File: src/hdl/sawcf_pkg.sv
`timescale 1ns / 1ps
// Shared types and constants for the stop-and-wait chunk fetch unit.
// No dependencies; imported by every module of the block.
package sawcf_pkg;

   // Default chunk size in bytes
   localparam int CHUNK_BYTES_DEF = 1024;

   // Result queue geometry
   localparam int RSP_DEPTH = 4;
   localparam int RSP_PTR_W = $clog2(RSP_DEPTH);
   localparam int RSP_LVL_W = $clog2(RSP_DEPTH + 1);

   // Configuration register indexes
   localparam logic [2:0] CSR_FILE_ID       = 3'd0;
   localparam logic [2:0] CSR_META_WINDOW   = 3'd1;
   localparam logic [2:0] CSR_DATA_WINDOW   = 3'd2;
   localparam logic [2:0] CSR_META_TRY_LIM  = 3'd3;
   localparam logic [2:0] CSR_DATA_RETRY_LIM = 3'd4;
   localparam logic [2:0] CSR_META_CODE     = 3'd5;
   localparam logic [2:0] CSR_DATA_CODE     = 3'd6;

   // Configuration reset values
   localparam logic [7:0] FILE_ID_RST        = 8'd0;
   localparam logic [7:0] META_WINDOW_RST    = 8'd100;
   localparam logic [7:0] DATA_WINDOW_RST    = 8'd200;
   localparam logic [5:0] META_TRY_LIM_RST   = 6'd10;
   localparam logic [5:0] DATA_RETRY_LIM_RST = 6'd50;
   localparam logic [7:0] META_CODE_RST      = 8'd2;
   localparam logic [7:0] DATA_CODE_RST      = 8'd4;

   // Request types
   localparam logic [1:0] REQ_START = 2'd0;
   localparam logic [1:0] REQ_POLL  = 2'd1;
   localparam logic [1:0] REQ_PKT   = 2'd2;

   // Result kinds
   localparam logic [2:0] KIND_MREQ  = 3'd0;
   localparam logic [2:0] KIND_DREQ  = 3'd1;
   localparam logic [2:0] KIND_META  = 3'd2;
   localparam logic [2:0] KIND_WRITE = 3'd3;
   localparam logic [2:0] KIND_DONE  = 3'd4;
   localparam logic [2:0] KIND_FAIL  = 3'd5;

   typedef struct packed {
      logic [1:0]  req_type;
      logic [7:0]  msg_type;
      logic [7:0]  pkt_file;
      logic [31:0] pkt_size;
      logic [31:0] pkt_chunk_count;
      logic [31:0] pkt_index;
      logic [15:0] pkt_data_len;
   } sawcf_req_type;

   typedef struct packed {
      logic [2:0]  res_kind;
      logic [31:0] chunk_index;
      logic [31:0] write_offset;
      logic [15:0] write_length;
      logic [31:0] file_size_out;
      logic [31:0] chunk_count_out;
      logic        last;
   } sawcf_rsp_type;

   typedef struct packed {
      logic [7:0] file_id;
      logic [7:0] meta_window;
      logic [7:0] data_window;
      logic [5:0] meta_try_limit;
      logic [5:0] data_retry_limit;
      logic [7:0] meta_resp_code;
      logic [7:0] data_resp_code;
   } sawcf_cfg_type;

   // Results of one transaction: up to two, in order
   typedef struct packed {
      logic [1:0]    cnt;
      sawcf_rsp_type res0;
      sawcf_rsp_type res1;
   } sawcf_step_out_type;

   // Queue status seen by the top level
   typedef struct packed {
      logic                 space_ok;
      logic [RSP_LVL_W-1:0] level;
   } sawcf_q_stat_type;

endpackage

File: src/hdl/sawcf_step.sv
`timescale 1ns / 1ps
// Fetch protocol state and the per-transaction decision logic.
// Depends on sawcf_pkg.
module sawcf_step
   import sawcf_pkg::*;
#(
   parameter int CHUNK_BYTES = CHUNK_BYTES_DEF
) (
   input  logic               clock,
   input  logic               reset,
   input  sawcf_req_type      item,
   input  sawcf_cfg_type      cfg,
   input  logic               fire,
   output sawcf_step_out_type out
);

   localparam int OFFSET_W = 32 + $clog2(CHUNK_BYTES + 1);
   localparam logic [OFFSET_W-1:0] CHUNK_STEP = OFFSET_W'(CHUNK_BYTES);

   typedef enum logic [2:0] {
      PH_IDLE = 3'd0,
      PH_META = 3'd1,
      PH_DATA = 3'd2,
      PH_DONE = 3'd3,
      PH_FAIL = 3'd4
   } phase_type;

   phase_type             phase_ff, phase_in;
   logic [31:0]           size_ff, size_in;
   logic [31:0]           chunks_ff, chunks_in;
   logic [31:0]           chunk_ff, chunk_in;
   logic [OFFSET_W-1:0]   offset_ff, offset_in;
   logic [7:0]            wait_ff, wait_in;
   logic [5:0]            retry_ff, retry_in;

   logic                  pkt;
   logic [7:0]            wait_next;
   logic [5:0]            retry_next;
   logic [31:0]           chunk_next;
   logic                  fits;

   function automatic sawcf_rsp_type make_rsp(
      input logic [2:0]  kind,
      input logic [31:0] idx,
      input logic [31:0] off,
      input logic [15:0] len,
      input logic [31:0] sz,
      input logic [31:0] cnt,
      input logic        lst
   );
      sawcf_rsp_type r;
      r.res_kind        = kind;
      r.chunk_index     = idx;
      r.write_offset    = off;
      r.write_length    = len;
      r.file_size_out   = sz;
      r.chunk_count_out = cnt;
      r.last            = lst;
      return r;
   endfunction

   // Shared terms of the decision
   assign pkt        = (item.req_type == REQ_PKT) && (item.pkt_file == cfg.file_id);
   assign wait_next  = wait_ff + 8'd1;
   assign retry_next = retry_ff + 6'd1;
   assign chunk_next = chunk_ff + 32'd1;
   assign fits = ({1'b0, offset_ff} + (OFFSET_W + 1)'(item.pkt_data_len))
                 <= (OFFSET_W + 1)'(size_ff);

   // Decide results and next state for the held transaction
   always_comb begin
      phase_in  = phase_ff;
      size_in   = size_ff;
      chunks_in = chunks_ff;
      chunk_in  = chunk_ff;
      offset_in = offset_ff;
      wait_in   = wait_ff;
      retry_in  = retry_ff;
      out.cnt   = 2'd0;
      out.res0  = make_rsp(KIND_MREQ, '0, '0, '0, '0, '0, 1'b0);
      out.res1  = make_rsp(KIND_MREQ, '0, '0, '0, '0, '0, 1'b0);

      if (item.req_type == REQ_START) begin
         phase_in  = PH_META;
         size_in   = '0;
         chunks_in = '0;
         chunk_in  = '0;
         offset_in = '0;
         wait_in   = '0;
         retry_in  = '0;
         out.cnt   = 2'd1;
         out.res0  = make_rsp(KIND_MREQ, '0, '0, '0, '0, '0, 1'b1);
      end else begin
         case (phase_ff)
            PH_META: begin
               if (pkt && item.msg_type == cfg.meta_resp_code) begin
                  size_in   = item.pkt_size;
                  chunks_in = item.pkt_chunk_count;
                  chunk_in  = '0;
                  offset_in = '0;
                  wait_in   = '0;
                  retry_in  = '0;
                  out.cnt   = 2'd2;
                  out.res0  = make_rsp(KIND_META, '0, '0, '0, item.pkt_size,
                                       item.pkt_chunk_count, 1'b0);
                  if (item.pkt_chunk_count == '0) begin
                     phase_in = PH_DONE;
                     out.res1 = make_rsp(KIND_DONE, '0, '0, '0, item.pkt_size,
                                         item.pkt_chunk_count, 1'b1);
                  end else begin
                     phase_in = PH_DATA;
                     out.res1 = make_rsp(KIND_DREQ, '0, '0, '0, '0, '0, 1'b1);
                  end
               end else if (wait_next >= cfg.meta_window) begin
                  // window expired: resend or give up
                  wait_in  = '0;
                  retry_in = retry_next;
                  out.cnt  = 2'd1;
                  if (retry_next >= cfg.meta_try_limit) begin
                     phase_in = PH_FAIL;
                     out.res0 = make_rsp(KIND_FAIL, '0, '0, '0, '0, '0, 1'b1);
                  end else begin
                     out.res0 = make_rsp(KIND_MREQ, '0, '0, '0, '0, '0, 1'b1);
                  end
               end else begin
                  wait_in = wait_next;
               end
            end
            PH_DATA: begin
               if (pkt && item.msg_type == cfg.data_resp_code &&
                   item.pkt_index == chunk_ff) begin
                  wait_in   = '0;
                  retry_in  = '0;
                  chunk_in  = chunk_next;
                  offset_in = (chunk_next == '0) ? '0 : offset_ff + CHUNK_STEP;
                  if (chunk_next >= chunks_ff) begin
                     phase_in = PH_DONE;
                     out.res1 = make_rsp(KIND_DONE, '0, '0, '0, size_ff,
                                         chunks_ff, 1'b1);
                  end else begin
                     out.res1 = make_rsp(KIND_DREQ, chunk_next, '0, '0, '0, '0,
                                         1'b1);
                  end
                  // drop the write when it would pass the file size
                  if (fits) begin
                     out.cnt  = 2'd2;
                     out.res0 = make_rsp(KIND_WRITE, chunk_ff, offset_ff[31:0],
                                         item.pkt_data_len, '0, '0, 1'b0);
                  end else begin
                     out.cnt  = 2'd1;
                     out.res0 = out.res1;
                  end
               end else if (wait_next >= cfg.data_window) begin
                  wait_in = '0;
                  out.cnt = 2'd1;
                  if (retry_ff >= cfg.data_retry_limit) begin
                     phase_in = PH_FAIL;
                     out.res0 = make_rsp(KIND_FAIL, '0, '0, '0, '0, '0, 1'b1);
                  end else begin
                     retry_in = retry_next;
                     out.res0 = make_rsp(KIND_DREQ, chunk_ff, '0, '0, '0, '0,
                                         1'b1);
                  end
               end else begin
                  wait_in = wait_next;
               end
            end
            default: begin
               // idle, done or failed: ignore polls and packets
            end
         endcase
      end
   end

   // Hold state; advance only when the transaction is taken
   always_ff @(posedge clock) begin
      if (reset) begin
         phase_ff  <= PH_IDLE;
         size_ff   <= '0;
         chunks_ff <= '0;
         chunk_ff  <= '0;
         offset_ff <= '0;
         wait_ff   <= '0;
         retry_ff  <= '0;
      end else if (fire) begin
         phase_ff  <= phase_in;
         size_ff   <= size_in;
         chunks_ff <= chunks_in;
         chunk_ff  <= chunk_in;
         offset_ff <= offset_in;
         wait_ff   <= wait_in;
         retry_ff  <= retry_in;
      end
   end

endmodule

File: src/hdl/sawcf_rsp_fifo.sv
`timescale 1ns / 1ps
// Result queue: takes up to two results a cycle, hands out one while rsp_ready is high.
// Depends on sawcf_pkg.
module sawcf_rsp_fifo
   import sawcf_pkg::*;
(
   input  logic             clock,
   input  logic             reset,
   input  logic [1:0]       wr_cnt,
   input  sawcf_rsp_type    wr_data0,
   input  sawcf_rsp_type    wr_data1,
   output sawcf_q_stat_type stat,
   output logic             rsp_valid,
   input  logic             rsp_ready,
   output sawcf_rsp_type    rsp_data
);

   sawcf_rsp_type        mem_ff [RSP_DEPTH];
   logic [RSP_PTR_W-1:0] wr_ptr_ff, wr_ptr_in;
   logic [RSP_PTR_W-1:0] rd_ptr_ff, rd_ptr_in;
   logic [RSP_LVL_W-1:0] level_ff, level_in;
   logic [RSP_PTR_W-1:0] wr_ptr_nx;
   logic                 pop;

   assign pop       = rsp_valid && rsp_ready;
   assign rsp_valid = (level_ff != '0);
   assign rsp_data  = mem_ff[rd_ptr_ff];
   assign wr_ptr_nx = wr_ptr_ff + RSP_PTR_W'(1);

   assign stat.level    = level_ff;
   assign stat.space_ok = (level_ff <= RSP_LVL_W'(RSP_DEPTH - 2));

   // Advance pointers and fill level
   always_comb begin
      wr_ptr_in = wr_ptr_ff + RSP_PTR_W'(wr_cnt);
      rd_ptr_in = pop ? rd_ptr_ff + RSP_PTR_W'(1) : rd_ptr_ff;
      level_in  = level_ff + RSP_LVL_W'(wr_cnt) - RSP_LVL_W'(pop);
   end

   always_ff @(posedge clock) begin
      if (reset) begin
         wr_ptr_ff <= '0;
         rd_ptr_ff <= '0;
         level_ff  <= '0;
      end else begin
         wr_ptr_ff <= wr_ptr_in;
         rd_ptr_ff <= rd_ptr_in;
         level_ff  <= level_in;
      end
   end

   // Store entries in order
   always_ff @(posedge clock) begin
      if (wr_cnt != 2'd0) begin
         mem_ff[wr_ptr_ff] <= wr_data0;
      end
      if (wr_cnt == 2'd2) begin
         mem_ff[wr_ptr_nx] <= wr_data1;
      end
   end

endmodule

File: src/hdl/stop_and_wait_chunk_fetch_unit.sv
`timescale 1ns / 1ps
// Top level of the stop-and-wait chunk fetch unit: input register,
// configuration registers, step logic and result queue. Depends on sawcf_pkg.
//
//   channel  ports              direction  carries
//   req      req_valid/ready    in         sawcf_req_type transaction
//   rsp      rsp_valid/ready    out        sawcf_rsp_type result
//   csr      csr_valid/ready    in         3-bit register index, 8-bit data
//
// A taken transaction waits in the input register, is decided there and is
// written to the result queue when it is consumed, which a queue short of
// room can hold off; the queue then offers its results in order.
// A new transaction is taken every cycle while the four-entry result queue
// has room for two more results; rsp stalls hold the queue, then req.
// Reset is synchronous and needs no clearing pass; csr is always ready.
module stop_and_wait_chunk_fetch_unit
   import sawcf_pkg::*;
#(
   parameter int CHUNK_BYTES = CHUNK_BYTES_DEF
) (
   input  logic          clock,
   input  logic          reset,
   input  logic          req_valid,
   output logic          req_ready,
   input  sawcf_req_type req_data,
   output logic          rsp_valid,
   input  logic          rsp_ready,
   output sawcf_rsp_type rsp_data,
   input  logic          csr_valid,
   output logic          csr_ready,
   input  logic [2:0]    csr_index,
   input  logic [7:0]    csr_data
);

   sawcf_req_type      in_ff, in_in;
   logic               in_valid_ff, in_valid_in;
   sawcf_cfg_type      cfg_ff, cfg_in;
   sawcf_step_out_type step_out;
   sawcf_q_stat_type   q_stat;
   logic               consume;
   logic [1:0]         wr_cnt;

   assign csr_ready = 1'b1;
   assign consume   = in_valid_ff && q_stat.space_ok;
   assign req_ready = !in_valid_ff || consume;
   assign wr_cnt    = consume ? step_out.cnt : 2'd0;

   // Load a new transaction or drop the one just decided
   always_comb begin
      in_in       = in_ff;
      in_valid_in = in_valid_ff;
      if (req_valid && req_ready) begin
         in_in       = req_data;
         in_valid_in = 1'b1;
      end else if (consume) begin
         in_valid_in = 1'b0;
      end
   end

   always_ff @(posedge clock) begin
      if (reset) begin
         in_valid_ff <= 1'b0;
      end else begin
         in_valid_ff <= in_valid_in;
      end
      in_ff <= in_in;
   end

   // Write configuration registers
   always_comb begin
      cfg_in = cfg_ff;
      if (csr_valid && csr_ready) begin
         case (csr_index)
            CSR_FILE_ID:        cfg_in.file_id          = csr_data;
            CSR_META_WINDOW:    cfg_in.meta_window      = csr_data;
            CSR_DATA_WINDOW:    cfg_in.data_window      = csr_data;
            CSR_META_TRY_LIM:   cfg_in.meta_try_limit   = csr_data[5:0];
            CSR_DATA_RETRY_LIM: cfg_in.data_retry_limit = csr_data[5:0];
            CSR_META_CODE:      cfg_in.meta_resp_code   = csr_data;
            CSR_DATA_CODE:      cfg_in.data_resp_code   = csr_data;
            default: begin
               // unmapped index: ignore
            end
         endcase
      end
   end

   always_ff @(posedge clock) begin
      if (reset) begin
         cfg_ff.file_id          <= FILE_ID_RST;
         cfg_ff.meta_window      <= META_WINDOW_RST;
         cfg_ff.data_window      <= DATA_WINDOW_RST;
         cfg_ff.meta_try_limit   <= META_TRY_LIM_RST;
         cfg_ff.data_retry_limit <= DATA_RETRY_LIM_RST;
         cfg_ff.meta_resp_code   <= META_CODE_RST;
         cfg_ff.data_resp_code   <= DATA_CODE_RST;
      end else begin
         cfg_ff <= cfg_in;
      end
   end

   sawcf_step #(
      .CHUNK_BYTES (CHUNK_BYTES)
   ) u_step (
      .clock (clock),
      .reset (reset),
      .item  (in_ff),
      .cfg   (cfg_ff),
      .fire  (consume),
      .out   (step_out)
   );

   sawcf_rsp_fifo u_rsp_fifo (
      .clock     (clock),
      .reset     (reset),
      .wr_cnt    (wr_cnt),
      .wr_data0  (step_out.res0),
      .wr_data1  (step_out.res1),
      .stat      (q_stat),
      .rsp_valid (rsp_valid),
      .rsp_ready (rsp_ready),
      .rsp_data  (rsp_data)
   );

`ifndef NO_ASSERTIONS
   // Queue never overfills
   a_level_bound: assert property (@(posedge clock) disable iff (reset)
      q_stat.level <= RSP_LVL_W'(RSP_DEPTH))
      else $error("result queue overfilled");

   // A held transaction is not lost while the queue is short of room
   a_hold_item: assert property (@(posedge clock) disable iff (reset)
      in_valid_ff && !consume |=> in_valid_ff)
      else $error("pending transaction dropped");

   // Two results: only the second one closes the transaction
   a_last_mark: assert property (@(posedge clock) disable iff (reset)
      consume && step_out.cnt == 2'd2 |-> step_out.res1.last && !step_out.res0.last)
      else $error("last flag misplaced");

   // A start always yields exactly one result
   a_start_one: assert property (@(posedge clock) disable iff (reset)
      consume && in_ff.req_type == REQ_START |-> step_out.cnt == 2'd1)
      else $error("start produced wrong result count");
`endif

endmodule
File: config.mk
export PLATFORM = sky130hd
export DESIGN_NAME = stop_and_wait_chunk_fetch_unit
export DESIGN_NICKNAME = d
export VERILOG_FILES = /design/src/hdl/sawcf_pkg.sv /design/src/hdl/sawcf_step.sv /design/src/hdl/sawcf_rsp_fifo.sv /design/src/hdl/stop_and_wait_chunk_fetch_unit.sv
export SDC_FILE = /design/constraint.sdc
export NUM_CORES = 2
export LEC_CHECK = 0
export ABC_CLOCK_PERIOD_IN_PS = 27800
export BUFFER_PORTS_ARGS = -buffer_cell sky130_fd_sc_hd__buf_4
export CORE_UTILIZATION = 45
export CTS_CLUSTER_SIZE = 40
export DETAILED_ROUTE_END_ITERATION = 16
export PLACE_DENSITY_LB_ADDON = 0.12
export SKIP_LAST_GASP = 1
export SYNTH_ARGS = -nofsm -noshare
export SYNTH_HDL_FRONTEND = slang
export SYNTH_HIERARCHICAL = 1
export SYNTH_SLANG_ARGS = --single-unit
File: constraint.sdc
create_clock -name clock -period 27.8 [get_ports clock]
set_input_delay 6.95 -clock clock [delete_from_list [all_inputs] [get_ports clock]]
set_output_delay 6.95 -clock clock [all_outputs]
set_load 0.01 [all_outputs]
Word level (Yosys, flattened, before mapping)
Memory sizes are Yosys's and may differ from the RTL's. A register that Yosys moved wholly into a read port is not among the register bits.
Cells that the tools add are included.

word-level totals
  register bits after elaboration = 346
  memory bits (writable) = 592
  input port bits = 146
  output and inout port bits = 151
  logic and storage cells = 157
  memories kept = 1

operators by class
  $add $sub $neg = 10
  order comparisons = 7
  eq/ne operators = 22
  multiplexer cells = 61
  reduce and logical (&&, ||, !) cells = 31

memory list
  memory             depth  bits a word  rd ports  clocked after Yosys merged registers in  write ports  line                  source
  u_rsp_fifo.mem_ff  4      148          1         1                                        2            sawcf_rsp_fifo.sv:18  sawcf_rsp_type mem_ff [RSP_DEPTH];

operator list
  kind                      count
  $mux W148                 7
  $mux W150                 4
  $pmux W298 S2             1
  $mux W149                 2
  $mux W32                  9
  $mux W43                  4
  $pmux W43 S2              1
  $logic_not A32 Y1         2
  $pmux W32 S2              1
  $add A43 B16 Y44          1
  $le A44 B32 Y1            1
  $add A43 B11 Y43 const B  1
  $mux W8                   5
  $mux W6                   6
  $add A32 B1 Y32 const B   1
  $eq A32 B32 Y1            1
  $ge A32 B32 Y1            1
  $eq A8 B8 Y1              3
  $mux W3                   8
  $ge A8 B8 Y1              2
  $ne A4 B1 Y1 const B      4
  $pmux W8 S2               1
  $reduce_and A2 Y1         8
  $ge A6 B6 Y1              2
  other kinds (29)          55

Longest topological paths before layout
  depth in word-level cells = 11
  gate-level depth with buffers = 29
  depth with buffers taken out = 25

Modules after synthesis
The synthesis kept the hierarchy.

by module, submodules not included
  module                          instances  cells an instance  area each (sq um)  sequential area each (sq um)
  sawcf_rsp_fifo                  1          1,484              29,122.9           17,957.2
  sawcf_step                      1          1,964              14,201.1           2,922.8
  stop_and_wait_chunk_fetch_unit  1          331                6,078.3            4,964.8

Worst setup path before layout
No wires, ideal clock.

  path kind = register to register
  start point = register in_ff[11] in the netlist's numbering
  end point = memory u_rsp_fifo/mem_ff[2][0] in the netlist's numbering (enable)
  library setup time = 705 ps
  arrival time = 11,982 ps
  required time = 27,095 ps
  setup slack = 15,114 ps
  cell stages (with the launch flop) = 24
  path buffers = 2
  period minus slack after synthesis = 12,686 ps
  path through = edfxtp_1 ha_1 a211o_1 a2111oi_4 nor2_1 nand2_1 inv_1 nand2_1 xnor2_1 ha_1 nand4_1 nor4_1 nor3b_1 nand2_1 mux2i_1 o211ai_1 nor2_4 buf_6 nand2_1 a221o_1 buf_4 and3_1 or3b_2 a21oi_1

RTL lines
  element                 line                                  source
  start, declared         stop_and_wait_chunk_fetch_unit.sv:35  sawcf_req_type in_ff, in_in;
  start signal, assigned  stop_and_wait_chunk_fetch_unit.sv:66  in_ff <= in_in;
  end, declared           sawcf_rsp_fifo.sv:18

==> metrics.cfg <==
[status]
status = complete, no violations

[cells_and_area]
fin_util_pct = 51.1
syn_to_final_growth_pct = 12.6
final_nets = 4199
antenna_cells = 0
drive_above_1_share_pct = 28.8

[place]
place_hpwl_mm = 86.8
pre_cts_ws_ns = 17.55
port_buffers = 295
gp_routability_congestion = 0.863

[clock_tree]
clk_pin_slew_ns = 0.05
cts_resized = 0
holdBufCountCts = 0
cts_sinks = 930
h-tree-depth = 3
root_buffer = clkbuf_16
clk_latency_ns = 0.71
numCtsBuffers = 104
post_cts_buffers = 0
clock_path_buffers = 3
cts_tree = yes

[drt]
routed_wirelength_mm = 138
viasPerCell = 5.77
num_vias = 31400
drc = 0
dr.pass1.iters = 6
ant_nets = 0
avgRoutedWirePerCell_um = 25.3
dr.first_iter.drc_count = 2372

[floorplan]
die_h_um = 333
rows = 121
start_util_pct = 45.4
coreArea_um2 = 109000
die_w_um = 333
io_pins = 297
dieArea_um2 = 111000

[critical_path]
setup.worst_path.start_class = register
max_stage_delay_ns = 0.84
cp_max_fo = 48
cp.required_ns = 20.85
cp_slowest_cell = buf_4
crit_path_frequent_cell = buf_4
worst-setup-path-type = register to output pin
crit_arrival_ns = 3.87
cp_cell_sequence = buf_4 -> buf_4 -> mux4_2 -> buf_4
cp-end-kind = output pin
rr_startpoint = u_step/offset_ff[11]

[power_and_ir_drop]
power.leakage_uw = 0.0206
ir_drop_mv = 0.0547
power_density_nw_per_um2 = 62.9

[min_path]
min_from = cfg_ff[18]
hold_path_class = register to register

[job]
cap_violations = 0

[timing]
timing.final.ws_setup_ns = 16.98
fin_tns_setup_ns = 0
clock.fmax_ghz = 0.0925
fin_crit_sh_pct = 38.9
worst_pin_slew_ns = 1.13
setup_viol = 0
maxSlewViolCount = 0
skew_ns = 0.0341
hold_violations = 0
min_period_ns = 10.82
slew_headroom_pct = 24.5
rsz0062_at_grt = no

[synth]
synthFlopType = edfxtp_1
synth-edff-count = 722
synth_area_leader_cell = edfxtp_1
netlist_instances = 3779
ys_top_cells_by_area = edfxtp_1 44%, mux2_2 11%, dfxtp_1 8.4%
async_reset_ff_share_pct = 0
yosys_warnings = 6
synth-seq-cells = 930
yosys.area.top_type_share_pct = 43.9
synthTopCellsByCount = 722 x edfxtp_1, 464 x mux2_2, 241 x nor2_1, 208 x dfxtp_1, 151 x nand2_1
seq_area_frac_synth_pct = 52.3
syn_avg_cell_area_um2 = 13.1
synth_cell_types = 97
synth_most_common_cell = edfxtp_1
syn-cell-area_um2 = 49400

[global_routing]
grt_max_degree = 137
grt_pass1_wl_mm = 205
track_usage_pct = 24.5
grt_pass1_vias = 31300
gr-total-overflow = 0
antenna_found_initial = 2

report_power, final:
group	total, uW	internal, uW	leakage [uW]	switching [uW]
Combinational	496	253	0.0106	243
Sequential	1560	1530	0.00830	33.8
Clock	1440	852	0.00171	591
final timing paths:
kind                                                  to  slack (ns)  depth (start not counted)
worst min register to register                cfg_ff[18]        0.48                          2
worst max register to register  u_rsp_fifo/mem_ff[2][92]       19.15                         24
worst max-delay path                        rsp_data[83]       16.98                          4
worst min-delay path                          cfg_ff[18]        0.48                          2
layer usage:
metal | share of wire, % | up-vias | track usage [%]
li1 | - | 14500 | -
met1 | 44 | 15800 | 33.6
met2 | 47 | 947 | 40.0
met3 | 5.3 | 197 | 3.63
met4 | 3.1 | 4 | 7.71
met5 | 0.022 | - | 0
kinds of logic after synthesis:
group / count (synthesis) / share of synthesized area [%]
DFF: 930 / 52.3
adders and majority gates: 107 / 2.73
AOI/OAI and AO/OA: 471 / 6.32
buffers and inverters: 469 / 5.18
other: 2 / 0.0152
and+or+nand+nor: 850 / 9.12
xor gates and xnor gates: 125 / 2.27
muxes: 825 / 22.0
metrics by stage:
stage | hold WS, ns | std cells | area (um^2) | total power, uW
6_report | 0.476 | 5451 | 55600 | 3500
5_1_grt | 0.498 | 5451 | 55600 | 3620
4_1_cts | 0.480 | 5451 | 55600 | 3540
3_5_place_dp | 0.469 | 5254 | 52000 | 2090
3_3_place_gp | 0.464 | 5254 | 52000 | 2090
2_1_floorplan | 0.449 | 3837 | 49600 | 1890
sequential cells by signal, indices dropped and copies added (netlist names), 6 cells and up, named ones only:
register / count
u_rsp_fifo/mem_ff: 592
in_ff: 130
cfg_ff: 52
u_step/offset_ff: 33
u_step/chunk_ff: 32
u_step/chunks_ff: 32
u_step/size_ff: 32
u_step/wait_ff: 8
u_step/retry_ff: 6
area by class of cell:
class | instances | area (um^2)
inverter | 134 | 503
timing repair buffer | 338 | 2580
clock buffer | 139 | 2840
fill | 9450 | 53200
clock inverter | 58 | 747
tap | 1414 | 1770
multi-input combinational | 2438 | 21300
sequential | 930 | 25900
cell usage in the layout (no fill, tap or decap), drive strengths merged, types with 18 or more instances in the layout:
cell type  instances
mux2             596
buf              338
nand2b            63
nor3              24
ha               106
or3               29
mux4             148
xnor2             95
conb              60
o21ai            144
a22o              36
a21o              25
and4              18
clkinv            31
a21oi             73
nand2            152
nor4              20
nand4             46
xor2              28
clkbuf           139
nand3             76
and3             102
edfxtp           722
nor2             243
inv              138
dfxtp            208
a22oi             88
o211ai            33
mux2i             81
worst max-delay path, delay by kind of cell (launching register included):
family / cells / cell delay [ns]
multiplexers: 1 / 0.61
buffers and inverters: 3 / 1.80
flip-flops: 1 / 0.66
Power figures use the tool's default switching activity.
